File: config.mk
export PLATFORM = sky130hd
export DESIGN_NAME = bfx_queue
export DESIGN_NICKNAME = d
export VERILOG_FILES = /design/src/bfx_pkg.sv /design/src/bfx_queue.sv
export SDC_FILE = /design/constraint.sdc
export NUM_CORES = 1
export LEC_CHECK = 0
export BUFFER_PORTS_ARGS = -buffer_cell sky130_fd_sc_hd__buf_2
export CAP_MARGIN = 10
export CORE_MARGIN = 4
export CORE_UTILIZATION = 47
export DETAILED_ROUTE_END_ITERATION = 7
export PLACE_DENSITY_LB_ADDON = 0.15
export SETUP_SLACK_MARGIN = 0.15
export SLEW_MARGIN = 25
export SYNTH_ARGS = -nofsm -noshare
export SYNTH_HDL_FRONTEND = slang
export SYNTH_SLANG_ARGS = --single-unit
File: constraint.sdc
create_clock -name clk -period 3.5 [get_ports clk]
set_clock_uncertainty 0.15 [all_clocks]
set_input_delay 1.05 -clock clk [delete_from_list [all_inputs] [get_ports clk]]
set_output_delay 1.05 -clock clk [all_outputs]
set_load 0.005 [all_outputs]
File: src/bfx_pkg.sv
`timescale 1ns / 1ps
package bfx_pkg;

  localparam int TAPS     = 128;
  localparam int FADE_LEN = 1024;

  typedef enum logic [1:0] {
    ACT_SAMPLE    = 2'd0,
    ACT_WR_TARGET = 2'd1,
    ACT_COMMIT    = 2'd2,
    ACT_WR_CURR   = 2'd3
  } action_t;

  typedef struct packed {
    action_t     action;
    logic [15:0] left_in;
    logic [15:0] right_in;
    logic [6:0]  tap_index;
    logic [15:0] tap_left;
    logic [15:0] tap_right;
  } item_t;

  typedef enum logic [2:0] {
    ST_CLEAR,
    ST_IDLE,
    ST_MAC,
    ST_DRAIN,
    ST_BLEND,
    ST_OUT
  } state_t;

endpackage

File: src/bfx_queue.sv
`timescale 1ns / 1ps
module bfx_queue
  import bfx_pkg::*;
(
  input  logic  clk,
  input  logic  rst,
  input  logic  in_valid,
  output logic  in_stall,
  input  item_t in_item,
  output logic  out_valid,
  input  logic  out_take,
  output item_t out_item
);

  item_t     mem [2];
  logic      wptr;
  logic      rptr;
  logic [1:0] count;
  logic      push;
  logic      pop;

  assign in_stall  = (count == 2'd2);
  assign out_valid = (count != 2'd0);
  assign push      = in_valid && !in_stall;
  assign pop       = out_valid && out_take;
  assign out_item  = mem[rptr];

  always_ff @(posedge clk) begin
    if (push) begin
      mem[wptr] <= in_item;
    end
  end

  always_ff @(posedge clk) begin
    if (rst) begin
      wptr  <= 1'b0;
      rptr  <= 1'b0;
      count <= 2'd0;
    end else begin
      if (push) wptr <= ~wptr;
      if (pop) rptr <= ~rptr;
      count <= count + {1'b0, push} - {1'b0, pop};
    end
  end

  assert property (@(posedge clk) disable iff (rst) count <= 2'd2)
    else $error("queue count overflow");
  assert property (@(posedge clk) disable iff (rst) (count == 2'd0) |-> !pop)
    else $error("pop from empty queue");
  assert property (@(posedge clk) disable iff (rst) (push && !pop) |=> count != 2'd0)
    else $error("push lost");

endmodule

==> results.md <==
- Status: finished, final reports clean
- Starting Density: 48.2%
- Avg WL per Cell: 17.1 µm
- XOR/XNOR Fraction of Synth Area: 0.475%
- Final setup vio count: 0
- Largest net degree at the start of global routing: 40
- Syn. warnings: 0
- Simple-Gate Fraction of Synth Area: less than 1%
- Drt first pass iters: 4
- CP max FO: 20
- Highest Clock Rate: ~0.34 GHz
- Nets: 500
- CTS buffer count: 17
- TritonCTS clock tree: built
- Root Buffer: clkbuf_16
- Commonest non-fill, non-tap cell in the layout: buf_2
- CP required: 2300 ps
- PwrDens: 713 nW/µm²
- Sw Ratio: a little under a quarter
- Critical Path Sink Type: output port
- Total Wirelength: 9870 µm
- Worst ir drop on vdd: 531 µV
- Post-synthesis mux area share: 14.9%
- P_sw: 1.19 mW
- RSZ-0062 raised after global routing: false
- Post-Syn Area: 5530 µm²
- Worst-margin pin slew: 532 ps
- Initial antenna violation count: 0
- CP Class: flop to output port
- Maximum clock insertion buffer count: 2
- Slew Limit Headroom: 64.6%
- Top-level I/O count: 152
- Synth Area per Inst: 21.8 µm²
- Port bufs: 151
- Syn Inst Count: ~250
- Total GRT Usage: around 15%
- Max-cap viol count: 0
- Final Hold Fails: 0
- Max-slew violations: 0
- Via count: 2843
- Clock Latency Late Sink: 410 ps
- Clock Power Share: 33.7%
- Dpl cell area: 6460 µm²
- Die Y: 116 µm
- Area grow syn2layout: 26.7%
- Mapped Nets: 332
- Die span in x: between 100 and 150 µm
- Total negative setup slack: 0 ps
- Design Area, Final: 7000 µm²
- Netlist cell types: 20
- Period utilization: 84.4%
- Tmin final: 2950 ps
- DRC violations left: 0
- Hold_buf cts: 0
- Seq/Total Area, Yosys: roughly four fifths
- DR iter-0 viols: roughly 140
- First-pass GRT wire length: 14800 µm
- Clk pin slew, worst setup/hold paths: about 50 ps
- CP max-delay cell: dfxtp_4
- Sequential share of power: 46.5%
- Power Internal: 3.80 mW
- Comb pwr share: 19.8%
- Worst Setup Start Kind: flop
- Worst R2R Setup Slack: 1490 ps
- GP Congestion: just over 0.7
- Vias/cell: between 4 and 5
- DP HPWL: 6540 µm
- Adder-cell share of the synthesized area: 0.453%
- Worst min path class: flop to flop
- Number of global-route vias before repair: 2936
- CP top delay family: flip-flops
- Share of cells above drive strength 1: around three fifths
- Row Count: 39
- Synth Area in Compound Gates: less than 1%
- Commonest cells after routing, fill and taps aside: buf_2 (151), edfxtp_1 (146), mux2_2 (73), clkbuf_16 (17), clkinv_2 (6)
- Congestion Overflow GR: 0
- Worst EP arrival: 1750 ps
- CTS resizes: 0
- Htree depth: 4
- Die ar.: 13600 µm²
- Post-CTS setup buffers: 0
- Core Box Area: 11500 µm²
- Main combinational cell family by area after synthesis: multiplexers
- DRT antenna net count: 0
- CP bufs+invs: 2
- Number of diodes: 0
- Worst path cell trace: buf_4 > mux2_2 > buf_2
- Leakage: 2.65 nW
- Number of fillers in the final layout: 860
- Clock Sinks: 151
- Flops & latches, synth: 151
- CP max stage delay: 500 ps
[worst register-to-register path, stage by stage (launching register included)]
cell        delay, ps
dfxtp_1           370
nand2b_2          170
inv_2              50
or3_1             360
clkinvlp_4         90
buf_4             440
[stage by stage]
| stage | total power, mW | hold slack, ps | util, % | setup slack [ps] | cells |
|---|---|---|---|---|---|
| after floorplan | 2.97 | 301 | - | 657 | 253 |
| final | 4.99 | 359 | 61.1 | 546 | 577 |
| after global placement | 3.36 | 339 | 56.3 | 816 | 545 |
| after detailed placement | 3.37 | 338 | 56.3 | 806 | 545 |
| after global routing | 5.25 | 370 | 61.1 | 434 | 577 |
| after CTS | 5.06 | 356 | 61.1 | 493 | 577 |
[path summary, 6_finish.rpt]
check,from,endpoint,cells after the start
max,flop,out_item[34],3
min,wptr,wptr,2
max reg2reg,count[0],mem[0][38],5
min reg2reg,wptr,wptr,2
[synthesized netlist by cell type]
library cell | number | area share (%)
edfxtp_1 | 146 | 79
buf_6 | 7 | 1.4
nor2_1 | 3 | 0.20
xor2_1 | 1 | 0.16
buf_4 | 1 | 0.14
inv_2 | 1 | 0.068
o21a_1 | 1 | 0.14
xnor2_1 | 2 | 0.32
dfxtp_1 | 5 | 1.8
ha_1 | 2 | 0.45
mux2_2 | 73 | 15
nor2b_1 | 1 | 0.11
inv_1 | 3 | 0.20
a21oi_1 | 1 | 0.090
or2_2 | 1 | 0.11
nand2b_2 | 1 | 0.16
o21ai_0 | 1 | 0.090
nand2_1 | 1 | 0.068
and3_2 | 1 | 0.14
or3_1 | 1 | 0.11
[state kept, by name (all words and copies together) (netlist names), named ones only]
signal,count
count,2
mem,146
rptr,1
wptr,1
[area by class of cell]
cell class	count	area, µm²	area share (%)
multi-input cells	90	945	13.5
inverters	4	18.8	0.268
well taps	143	179	2.56
clock buffers	19	433	6.18
flip-flops and latches	151	4490	64.1
clock inverters	13	113	1.61
repair buffers	157	826	11.8
[power groups by stage]
stage | sequential, mW | combinational (mW) | clock [mW]
floorplan | 2.32 | 0.644 | 0
global placement | 2.35 | 1.01 | 0
detailed placement | 2.36 | 1.01 | 0
CTS | 2.33 | 1.02 | 1.72
global route | 2.34 | 1.09 | 1.82
finish | 2.32 | 0.988 | 1.68
[kinds of logic after synthesis]
| family | count (synthesis) |
|---|---|
| compound gates | 3 |
| simple gates | 9 |
| xor+xnor | 3 |
| buf+inv | 12 |
| flops | 151 |
| fa+ha+maj | 2 |
| mux | 73 |
[metal layers]
metal  wire, µm  part of all wire, %  GRT usage, %  vias up
li1           -                    -             -     1333
met1       4100                   41          18.1     1392
met2       4650                   47          23.3      104
met3        935                  9.5          6.99       14
met4        191                  1.9          7.19        0
met5          0                    0             0        -
(Power assumes the default switching activity.)
